===== config.mk =====
export PLATFORM = sky130hd
export DESIGN_NAME = clocked_cfd_trigger_top
export DESIGN_NICKNAME = d
export VERILOG_FILES = /design/src/rtl/cdt_pkg.sv /design/src/rtl/clocked_cfd_trigger_top.sv /design/src/rtl/cdt_cfg_regs.sv
export SDC_FILE = /design/constraint.sdc
export NUM_CORES = 2
export LEC_CHECK = 0
export BUFFER_PORTS_ARGS = -buffer_cell sky130_fd_sc_hd__buf_2
export CAP_MARGIN = 20
export CORE_ASPECT_RATIO = 1.4
export CORE_MARGIN = 2
export CORE_UTILIZATION = 45
export CTS_CLUSTER_DIAMETER = 60
export DETAILED_ROUTE_END_ITERATION = 8
export PLACE_DENSITY = 0.59
export SYNTH_ARGS = -nofsm -noshare
export SYNTH_HDL_FRONTEND = slang
export SYNTH_SLANG_ARGS = --single-unit

===== constraint.sdc =====
create_clock -name i_clk -period 27.9 [get_ports i_clk]
set_input_delay 5.58 -clock i_clk [delete_from_list [all_inputs] [get_ports i_clk]]
set_output_delay 5.58 -clock i_clk [all_outputs]
set_load 0.02 [all_outputs]

===== src/rtl/cdt_pkg.sv =====
// Shared constants, register indexes and types of the clocked CFD trigger.
package cdt_pkg;

    // Delay limits and history depth
    localparam int MAX_CFD_DELAY  = 16;
    localparam int MAX_TRIG_DELAY = 16;
    localparam int HIST_DEPTH     = MAX_CFD_DELAY + MAX_TRIG_DELAY;
    localparam int HIST_IDX_W     = $clog2(HIST_DEPTH);

    // Field widths
    localparam int SAMPLE_W = 16;
    localparam int GAIN_W   = 12;
    localparam int BIN_W    = 12;
    localparam int DELAY_W  = 5;
    localparam int CFG_IDX_W  = 3;
    localparam int CFG_DATA_W = 16;

    // Highest bin index that is still scanned
    localparam logic [BIN_W-1:0] LAST_BIN = {BIN_W{1'b1}};

    // Register indexes
    localparam logic [CFG_IDX_W-1:0] CFG_THRESHOLD    = 3'd0;
    localparam logic [CFG_IDX_W-1:0] CFG_CROSS_OFFSET = 3'd1;
    localparam logic [CFG_IDX_W-1:0] CFG_FRACTION_GAIN = 3'd2;
    localparam logic [CFG_IDX_W-1:0] CFG_START_BIN    = 3'd3;
    localparam logic [CFG_IDX_W-1:0] CFG_CFD_DELAY    = 3'd4;
    localparam logic [CFG_IDX_W-1:0] CFG_TRIG_DELAY   = 3'd5;

    // Register reset values
    localparam logic [GAIN_W-1:0]  GAIN_RESET       = 12'd256;
    localparam logic [DELAY_W-1:0] CFD_DELAY_RESET  = 5'd4;
    localparam logic [DELAY_W-1:0] TRIG_DELAY_RESET = 5'd3;

    // Configuration as seen by the datapath, delays already clamped
    typedef struct packed {
        logic signed [SAMPLE_W-1:0] threshold;
        logic signed [SAMPLE_W-1:0] cross_offset;
        logic [GAIN_W-1:0]          fraction_gain;
        logic [BIN_W-1:0]           start_bin;
        logic [DELAY_W-1:0]         cfd_delay;
        logic [DELAY_W-1:0]         trig_delay;
    } t_cfg;

endpackage


===== src/rtl/clocked_cfd_trigger_top.sv =====
// Top level of the clocked constant-fraction trigger: history line, two-stage datapath, output.
//
// One waveform bin is taken per clock while results are taken. A transfer enters the
// input stage, where the sample history is shifted and the two delayed taps are
// picked; the evaluation stage then forms cfd = tap - floor(gain * older_tap / 256),
// tracks the armed flag and loads the output register as the bin leaves the input
// stage, and the block sustains one bin per cycle while results are taken. The only
// back-pressure comes from the output register: while a result waits there untaken,
// the input stage holds and input ready drops. Each waveform gives at most one result:
// the first bin whose falling crossing is confirmed by its own sample reaching the
// threshold, or a not-found result on the bin marked last; a waveform with no last
// mark and no confirmed crossing gives none. Configuration writes are always
// accepted and must only be made while the block is drained.
module clocked_cfd_trigger_top
    import cdt_pkg::*;
(
    input  logic                  i_clk,
    input  logic                  i_rst_n,
    // sample channel
    input  logic                  i_in_valid,
    output logic                  o_in_ready,
    input  logic [SAMPLE_W-1:0]   i_sample,
    input  logic                  i_first,
    input  logic                  i_last,
    // result channel
    output logic                  o_out_valid,
    input  logic                  i_out_ready,
    output logic                  o_triggered,
    output logic [BIN_W-1:0]      o_trigger_bin,
    // configuration channel
    input  logic                  i_cfg_valid,
    output logic                  o_cfg_ready,
    input  logic [CFG_IDX_W-1:0]  i_cfg_index,
    input  logic [CFG_DATA_W-1:0] i_cfg_data
);

    t_cfg w_cfg;

    cdt_cfg_regs u_cfg (
        .i_clk       (i_clk),
        .i_rst_n     (i_rst_n),
        .i_cfg_valid (i_cfg_valid),
        .i_cfg_index (i_cfg_index),
        .i_cfg_data  (i_cfg_data),
        .o_cfg       (w_cfg)
    );

    assign o_cfg_ready = 1'b1;

    // ---------------------------------------------------------------
    // Input stage: history line and tap selection
    // ---------------------------------------------------------------
    logic [SAMPLE_W-1:0] r_hist [HIST_DEPTH];
    logic                r_s1_valid;
    logic signed [SAMPLE_W-1:0] r_s1_sample;
    logic signed [SAMPLE_W-1:0] r_s1_tap_now;
    logic signed [SAMPLE_W-1:0] r_s1_tap_old;
    logic                r_s1_first;
    logic                r_s1_last;

    logic                w_in_xfer;
    logic                w_adv;
    logic [SAMPLE_W-1:0] w_tap_now;
    logic [SAMPLE_W-1:0] w_tap_old;
    logic [DELAY_W:0]    w_old_lag;
    logic [HIST_IDX_W-1:0] w_now_idx;
    logic [HIST_IDX_W-1:0] w_old_idx;

    assign w_adv      = r_s1_valid && (!o_out_valid || i_out_ready);
    assign o_in_ready = !r_s1_valid || w_adv;
    assign w_in_xfer  = i_in_valid && o_in_ready;

    // Pick the taps at lag trig_delay and trig_delay + cfd_delay
    assign w_old_lag = {1'b0, w_cfg.trig_delay} + {1'b0, w_cfg.cfd_delay} - (DELAY_W+1)'(1);
    assign w_old_idx = w_old_lag[HIST_IDX_W-1:0];
    assign w_now_idx = HIST_IDX_W'(w_cfg.trig_delay - DELAY_W'(1));
    assign w_tap_old = r_hist[w_old_idx];
    assign w_tap_now = (w_cfg.trig_delay == '0) ? i_sample : r_hist[w_now_idx];

    // Shift the history on each transfer
    always_ff @(posedge i_clk) begin
        if (!i_rst_n) begin
            for (int k = 0; k < HIST_DEPTH; k++) begin
                r_hist[k] <= '0;
            end
        end else if (w_in_xfer) begin
            r_hist[0] <= i_sample;
            for (int k = 1; k < HIST_DEPTH; k++) begin
                r_hist[k] <= r_hist[k-1];
            end
        end
    end

    // Hold the transferred bin and its taps
    always_ff @(posedge i_clk) begin
        if (!i_rst_n) begin
            r_s1_valid <= 1'b0;
        end else if (w_in_xfer) begin
            r_s1_valid <= 1'b1;
        end else if (w_adv) begin
            r_s1_valid <= 1'b0;
        end
    end

    always_ff @(posedge i_clk) begin
        if (w_in_xfer) begin
            r_s1_sample  <= i_sample;
            r_s1_tap_now <= w_tap_now;
            r_s1_tap_old <= w_tap_old;
            r_s1_first   <= i_first;
            r_s1_last    <= i_last;
        end
    end

    // ---------------------------------------------------------------
    // Evaluation stage: CFD value, crossing tracking, result
    // ---------------------------------------------------------------
    logic [BIN_W-1:0] r_bin;
    logic             r_fired;
    logic             r_done;
    logic             r_over;
    logic [BIN_W-1:0] n_bin;
    logic             n_fired;
    logic             n_done;
    logic             n_over;

    logic [BIN_W-1:0] w_bin;
    logic             w_fired;
    logic             w_done;
    logic             w_over;
    logic [BIN_W-1:0] w_istart;
    logic [BIN_W:0]   w_scan_from;
    logic signed [SAMPLE_W+GAIN_W:0] w_prod;
    logic signed [SAMPLE_W+GAIN_W-8:0] w_quot;
    logic signed [SAMPLE_W+GAIN_W-8:0] w_cfd;
    logic signed [SAMPLE_W+GAIN_W-8:0] w_level;
    logic             w_emit;
    logic             w_hit;

    // Restart the waveform state on the first mark
    always_comb begin
        if (r_s1_first) begin
            w_bin   = '0;
            w_fired = 1'b0;
            w_done  = 1'b0;
            w_over  = 1'b0;
        end else begin
            w_bin   = r_bin;
            w_fired = r_fired;
            w_done  = r_done;
            w_over  = r_over;
        end
    end

    // Form the CFD value; the shift floors the scaled product
    assign w_prod  = r_s1_tap_old * $signed({1'b0, w_cfg.fraction_gain});
    assign w_quot  = w_prod[SAMPLE_W+GAIN_W:8];
    assign w_cfd   = (SAMPLE_W+GAIN_W-7)'(r_s1_tap_now) - w_quot;
    assign w_level = (SAMPLE_W+GAIN_W-7)'(w_cfg.cross_offset);

    assign w_istart = (w_cfg.start_bin > BIN_W'(w_cfg.cfd_delay))
                    ? w_cfg.start_bin : BIN_W'(w_cfg.cfd_delay);
    assign w_scan_from = {1'b0, w_istart} + (BIN_W+1)'(w_cfg.trig_delay);

    // Track crossings and decide the result
    always_comb begin
        n_fired = w_fired;
        n_done  = w_done;
        w_emit  = 1'b0;
        w_hit   = 1'b0;
        if (!w_done) begin
            if (r_s1_last) begin
                w_emit = 1'b1;
                n_done = 1'b1;
            end else if (!w_over && ({1'b0, w_bin} >= w_scan_from)) begin
                if ({1'b0, w_bin} == w_scan_from) begin
                    n_fired = (w_cfd < w_level);
                end else if (w_fired) begin
                    if (w_cfd > w_level) begin
                        n_fired = 1'b0;
                    end
                end else if (w_cfd <= w_level) begin
                    if (r_s1_sample >= w_cfg.threshold) begin
                        w_emit = 1'b1;
                        w_hit  = 1'b1;
                        n_done = 1'b1;
                    end
                    n_fired = 1'b1;
                end
            end
        end
    end

    // Advance the bin counter until it saturates
    always_comb begin
        n_bin  = w_bin;
        n_over = w_over;
        if (!w_over) begin
            if (w_bin != LAST_BIN) begin
                n_bin = w_bin + BIN_W'(1);
            end else begin
                n_over = 1'b1;
            end
        end
    end

    always_ff @(posedge i_clk) begin
        if (!i_rst_n) begin
            r_bin   <= '0;
            r_fired <= 1'b0;
            r_done  <= 1'b0;
            r_over  <= 1'b0;
        end else if (w_adv) begin
            r_bin   <= n_bin;
            r_fired <= n_fired;
            r_done  <= n_done;
            r_over  <= n_over;
        end
    end

    // ---------------------------------------------------------------
    // Output register
    // ---------------------------------------------------------------
    logic             r_out_valid;
    logic             r_out_trig;
    logic [BIN_W-1:0] r_out_bin;

    always_ff @(posedge i_clk) begin
        if (!i_rst_n) begin
            r_out_valid <= 1'b0;
        end else if (w_adv) begin
            r_out_valid <= w_emit;
        end else if (i_out_ready) begin
            r_out_valid <= 1'b0;
        end
    end

    always_ff @(posedge i_clk) begin
        if (w_adv && w_emit) begin
            r_out_trig <= w_hit;
            r_out_bin  <= w_hit ? w_bin : '0;
        end
    end

    assign o_out_valid   = r_out_valid;
    assign o_triggered   = r_out_trig;
    assign o_trigger_bin = r_out_bin;

endmodule


===== src/rtl/cdt_cfg_regs.sv =====
// Configuration register bank of the clocked CFD trigger, with delay clamping.
module cdt_cfg_regs
    import cdt_pkg::*;
(
    input  logic                  i_clk,
    input  logic                  i_rst_n,
    input  logic                  i_cfg_valid,
    input  logic [CFG_IDX_W-1:0]  i_cfg_index,
    input  logic [CFG_DATA_W-1:0] i_cfg_data,
    output t_cfg                  o_cfg
);

    logic signed [SAMPLE_W-1:0] r_threshold;
    logic signed [SAMPLE_W-1:0] r_cross_offset;
    logic [GAIN_W-1:0]          r_fraction_gain;
    logic [BIN_W-1:0]           r_start_bin;
    logic [DELAY_W-1:0]         r_cfd_delay;
    logic [DELAY_W-1:0]         r_trig_delay;

    // Write the addressed register on each transfer
    always_ff @(posedge i_clk) begin
        if (!i_rst_n) begin
            r_threshold     <= '0;
            r_cross_offset  <= '0;
            r_fraction_gain <= GAIN_RESET;
            r_start_bin     <= '0;
            r_cfd_delay     <= CFD_DELAY_RESET;
            r_trig_delay    <= TRIG_DELAY_RESET;
        end else if (i_cfg_valid) begin
            case (i_cfg_index)
                CFG_THRESHOLD:     r_threshold     <= i_cfg_data;
                CFG_CROSS_OFFSET:  r_cross_offset  <= i_cfg_data;
                CFG_FRACTION_GAIN: r_fraction_gain <= i_cfg_data[GAIN_W-1:0];
                CFG_START_BIN:     r_start_bin     <= i_cfg_data[BIN_W-1:0];
                CFG_CFD_DELAY:     r_cfd_delay     <= i_cfg_data[DELAY_W-1:0];
                CFG_TRIG_DELAY:    r_trig_delay    <= i_cfg_data[DELAY_W-1:0];
                default: ;
            endcase
        end
    end

    // Clamp delays into their legal ranges
    always_comb begin
        o_cfg.threshold     = r_threshold;
        o_cfg.cross_offset  = r_cross_offset;
        o_cfg.fraction_gain = r_fraction_gain;
        o_cfg.start_bin     = r_start_bin;
        if (r_cfd_delay == '0) begin
            o_cfg.cfd_delay = DELAY_W'(1);
        end else if (r_cfd_delay > DELAY_W'(MAX_CFD_DELAY)) begin
            o_cfg.cfd_delay = DELAY_W'(MAX_CFD_DELAY);
        end else begin
            o_cfg.cfd_delay = r_cfd_delay;
        end
        if (r_trig_delay > DELAY_W'(MAX_TRIG_DELAY)) begin
            o_cfg.trig_delay = DELAY_W'(MAX_TRIG_DELAY);
        end else begin
            o_cfg.trig_delay = r_trig_delay;
        end
    end

endmodule

# After elaboration in Yosys (flattened, before gate mapping)

Memories as Yosys holds them, arrays and structs flattened. A register that Yosys moved wholly into a read port is not among the register bits.
Cells that the tools add are included.
Widths: inputs -> output; s select.

Bits in registers: 130
RAM bits: 512
Bits of input ports: 42
Output and inout port bits: 16
Word-level logic and storage cells: 163
Memories: 1

Add/sub/neg operators: 6
Multipliers: 1
$lt $le $gt $ge: 8
Eq/ne operators: 7
Mux-type cells: 70
Bitwise gates (word level): 32
Reductions and logical operators: 20

Memory list:

| name   | words | bits a word | read ports | clocked after Yosys merged registers in | write ports | line                          | text |
|---|---|---|---|---|---|---|---|
| r_hist | 32    | 16          | 33         | 1                                       | 32          | clocked_cfd_trigger_top.sv:53 | `logic [SAMPLE_W-1:0] r_hist [HIST_DEPTH];` |

Operator list:

| cell                  | count |
|---|---|
| $mux 16               | 33 |
| $mux 12               | 4 |
| $or 1x1->1            | 32 |
| $mux 1                | 30 |
| $mul 16x13->29        | 1 |
| $gt 21x16->1          | 1 |
| $le 21x16->1          | 1 |
| $lt 21x16->1          | 1 |
| $sub 16x21->21        | 1 |
| $ge 16x16->1          | 1 |
| $mux 5                | 3 |
| $add 12x5->13         | 1 |
| $eq 12x13->1          | 1 |
| $ge 12x13->1          | 1 |
| $add 12x1->12 const B | 1 |
| $gt 12x5->1           | 1 |
| $ne 12x12->1 const B  | 1 |
| $reduce_and 2->1      | 6 |
| $gt 5x5->1 const B    | 2 |
| $logic_not 5->1       | 2 |
| $sub 5x1->5 const B   | 2 |
| $eq 3x2->1 const B    | 2 |
| $eq 3x3->1 const B    | 2 |
| $add 5x5->5           | 1 |
| other kinds (6)       | 13 |

# Logic depth before layout (Yosys ltp)

Depth in word-level cells: 12
Mapped depth: 42
Depth with buffers taken out: 39

# Hierarchy

A second synthesis with hierarchy kept.

Cells, all modules: 3317
Area, all modules: 42498.3 µm²

Modules (own cells, without submodules):

| module                  | times used | cells an instance | area each (µm²) | seq. area each (µm²) |
|---|---|---|---|---|
| clocked_cfd_trigger_top | 1          | 3062              | 39907.0         | 17606.9 |
| cdt_cfg_regs            | 1          | 255               | 2591.2          | 1321.3 |

# Worst setup path after synthesis

Ideal clock, no wire load.

Path type: in2reg
Start: input port i_out_ready
End: memory r_hist[0][0], enable pin
Setup time: 0.972 ns
Data arrival time: 18.602 ns
Required time: 26.928 ns
Path slack: 8.326 ns
Cell stages on the path: 5
Buffers on the path: 2
Path through: nor2b_1 a21oi_1 clkbuf_1 clkbuf_1 nand2b_1

RTL lines:

| item               | line                          | text |
|---|---|---|
| start: declaration | clocked_cfd_trigger_top.sv:27 | `input logic i_out_ready,` |
| end: declaration   | clocked_cfd_trigger_top.sv:53 |  |

# Worst setup path after layout

Start: input port i_out_ready
End: output port o_in_ready

Longest elaborated chain between the ends: 3

Ends and longest elaborated chain:

| item              | line                          | text |
|---|---|---|
| $logic_or 1x1->1  | clocked_cfd_trigger_top.sv:69 | `assign w_adv = r_s1_valid && (!o_out_valid \|\| i_out_ready);` |
| $logic_and 1x1->1 | clocked_cfd_trigger_top.sv:69 |  |
| $logic_or 1x1->1  | clocked_cfd_trigger_top.sv:70 | `assign o_in_ready = !r_s1_valid \|\| w_adv;` |
| end: declaration  | clocked_cfd_trigger_top.sv:21 | `output logic o_in_ready,` |

No other way between the ends.

==> reports/results.ini <==
[pwr]
p_leak_uw=0.0184
powerDensity_mw_per_mm2=64.3
vdd_drop_max_mv=0.0501

[die]
fp.dieW_um=258
dieHeight_um=359
ios=58
num_rows=130
die-area_mm2=0.0926
core_area_mm2=0.0896
initial_core_util_pct=45.3

[cells_and_area]
drive_gt1_share_pct=15.5
fin_nets=3468
area_delta_synth_final_pct=9.12
final_core_util_pct=49.4

[cts]
clk_latency_ns=0.65
clockBufferDepth=3
cts_sinks=658
path_clk_slew_ns=0.06
cts_max_level=3
cts_tree=yes
cts.repair.resized=0
cts_buffers=70
cts-root-buf=clkbuf_16
post-cts-setup-buffers=0
cts_hold_buffers=0

[sta]
worstMarginPinSlew_ns=1.08
fin_tns_setup_ns=0
min_period_ns=11.88
max_slew_margin_pct=28.3
fmax_ghz=0.0841
rsz0062_at_grt=no
maxSlewViolCount=0
period_share_pct=42.6
setup_viol=0
skew_ns=0.0270
hold_viol=0

[placed_design]
hpwl_mm=63.2
gp_congestion=0.865
portBuffers=56

[global_route]
gr-total-overflow=0
grt_pass1_wl_mm=153
grt_max_degree=176
grt_pass1_vias=26541
track_usage_pct=21.1
grt_use_met3_pct=3.62
antenna_found_initial=3
gr-usage-met2_pct=36.8
gr-max-usage-layer=met2
use_met1_pct=27.1

[critical_path]
crit_start=i_out_ready
r2r-start=u_cfg.r_fraction_gain[7]
critPathKind=in2out
critPathMaxStageDelay_ns=0.31
critical_path_arrival_ns=6.30
crit_top_cell=buf_2
crit_chain=buf_2 -> nor2b_1 -> nand2_1 -> buf_2
critical_path.max_fanout=4
r2r_setup_slack_ns=17.50
slowest_stage=nor2b_1
rr_worst_depth=36
r2r-end=o_trigger_bin[4]
worst_ep_required_time_ns=22.32
crit_path_end=o_in_ready
end_kind=output pin
critPathLaunchType=input port

[detailed_routing]
wl_per_cell_um=22.3
drc=0
first_pass_iters=5
first_iter_violations=2224
vias_per_cell=5.79
routed_wl_mm=96.7
postRouteAntennaNets=0
vias=25145

[synth]
seq_area_frac_synth_pct=46.7
synth_edf_count=575
ys_async_sr_fraction_pct=0
syn_nets=3518
synth-main-ff-cell=edfxtp_1
synth_seq_cells=658
synth_area_per_cell_um2=12.9
netlist_area_mm2=0.0406
yosys_warnings=0
ys_types=72
syn_inst=3145

[min_path]
hold_path_depth=2
holdCritPathClass=reg2reg

[job]
cap_violations=0

[outcome]
status=completed

-- flip-flops by register name (all words and copies together) (netlist names), 16 cells and up --
| signal | cells |
|---|---|
| u_cfg.r_cross_offset | 16 |
| r_s1_tap_old | 16 |
| r_s1_tap_now | 16 |
| u_cfg.r_threshold | 16 |
| r_s1_sample | 16 |
| r_hist | 512 |
-- worst max-delay path: cells and delay by family --
| kind | cells | cell delay [ns] |
|---|---|---|
| buffers and inverters | 2 | 0.28 |
| and+or+nand+nor | 2 | 0.44 |
-- layout make-up --
type / instances / area, um2
fill: 7718 / 45300
antenna: 1 / 2.50
clock inverter: 46 / 581
tap: 1188 / 1490
multi-input combinational: 2010 / 19900
clock buffer: 84 / 1860
inverter: 268 / 1010
timing repair buffer: 87 / 556
sequential: 658 / 18900
-- power breakdown --
part           internal [uW]  switching, uW
Clock                    585            411
Sequential              1150           61.9
Combinational            290            351
-- metrics by stage --
step	setup slack, ns	power [uW]	hold WS, ns	cells	cell area, um2
after global routing	15.97	2990	0.499	4341	44300
after detailed placement	16.02	1870	0.461	4209	41800
final	16.02	2850	0.466	4342	44300
after global placement	16.03	1850	0.449	4209	41800
after CTS	16.01	2880	0.470	4339	44200
after floorplan	8.33	1700	0.438	3145	40600
-- metal layers --
layer	vias up	routed length [um]	part of all wire (%)
li1	11216	-	-
met1	13159	39400	41
met2	634	50200	52
met3	136	4660	4.8
met4	0	2430	2.5
met5	-	0	0
-- cells in the mapped netlist, types with 28 or more instances --
cell type  count  area (um2)
dfxtp_1       83        1660
clkbuf_1     175         657
edfxtp_1     575       17300
nor2_1        42         158
a21oi_1       44         220
o21ai_0       38         190
mux4_2       246        5540
mux2i_1       28         280
fa_1         180        3600
xnor2_1       37         324
a21boi_0      56         420
inv_1        267        1000
and2_1       318        1990
nor2b_1       42         263
and3_1       297        1860
nand2_1      275        1030
ha_1         151        1890
-- layout by cell type (no fill, tap or decap), types with 7 or more instances in the layout --
master / instances
a211oi_1: 24
a21boi_0: 56
a21o_1: 14
a21oi_1: 43
a221o_1: 10
and2_1: 318
and3_1: 297
buf_2: 55
buf_4: 29
bufinv_16: 11
clkbuf_1: 10
clkbuf_16: 72
clkinv_1: 14
clkinv_2: 9
dfxtp_1: 83
edfxtp_1: 575
fa_1: 179
ha_1: 148
inv_1: 267
mux2_2: 16
mux2i_1: 28
mux4_2: 246
nand2_1: 275
nand2b_1: 19
nand3_1: 18
nand4_1: 14
nor2_1: 41
nor2b_1: 41
nor3_1: 14
nor3b_1: 8
o21a_1: 14
o21ai_0: 38
o21ai_1: 10
o21bai_1: 7
xnor2_1: 37
xor2_1: 23
-- how the worst min path moves through the flow --
stage                           from                    end
2_1_floorplan                r_fired                r_fired
3_3_place_gp                 r_fired                r_fired
3_5_place_dp   u_cfg.r_threshold[11]  u_cfg.r_threshold[11]
4_1_cts        u_cfg.r_threshold[11]  u_cfg.r_threshold[11]
5_1_grt         u_cfg.r_threshold[3]   u_cfg.r_threshold[3]
6_report       u_cfg.r_threshold[11]  u_cfg.r_threshold[11]
-- logic make-up (layout without fill, tap and decap cells) --
| kind of cell | count (synthesis) | after routing | share of synthesized area [%] |
|---|---|---|---|
| AND/OR/NAND/NOR | 1067 | 1067 | 14.5 |
| flip-flops | 658 | 658 | 46.7 |
| buffers and inverters | 477 | 485 | 4.68 |
| adder cells (fa/ha/maj) | 331 | 331 | 13.5 |
| multiplexers | 290 | 290 | 14.8 |
| AO/OA/AOI/OAI | 257 | 257 | 4.42 |
| XOR/XNOR | 64 | 64 | 1.44 |
| other | 1 | 2 | 0.00924 |
Note: power is estimated with default switching activity, not from simulation.
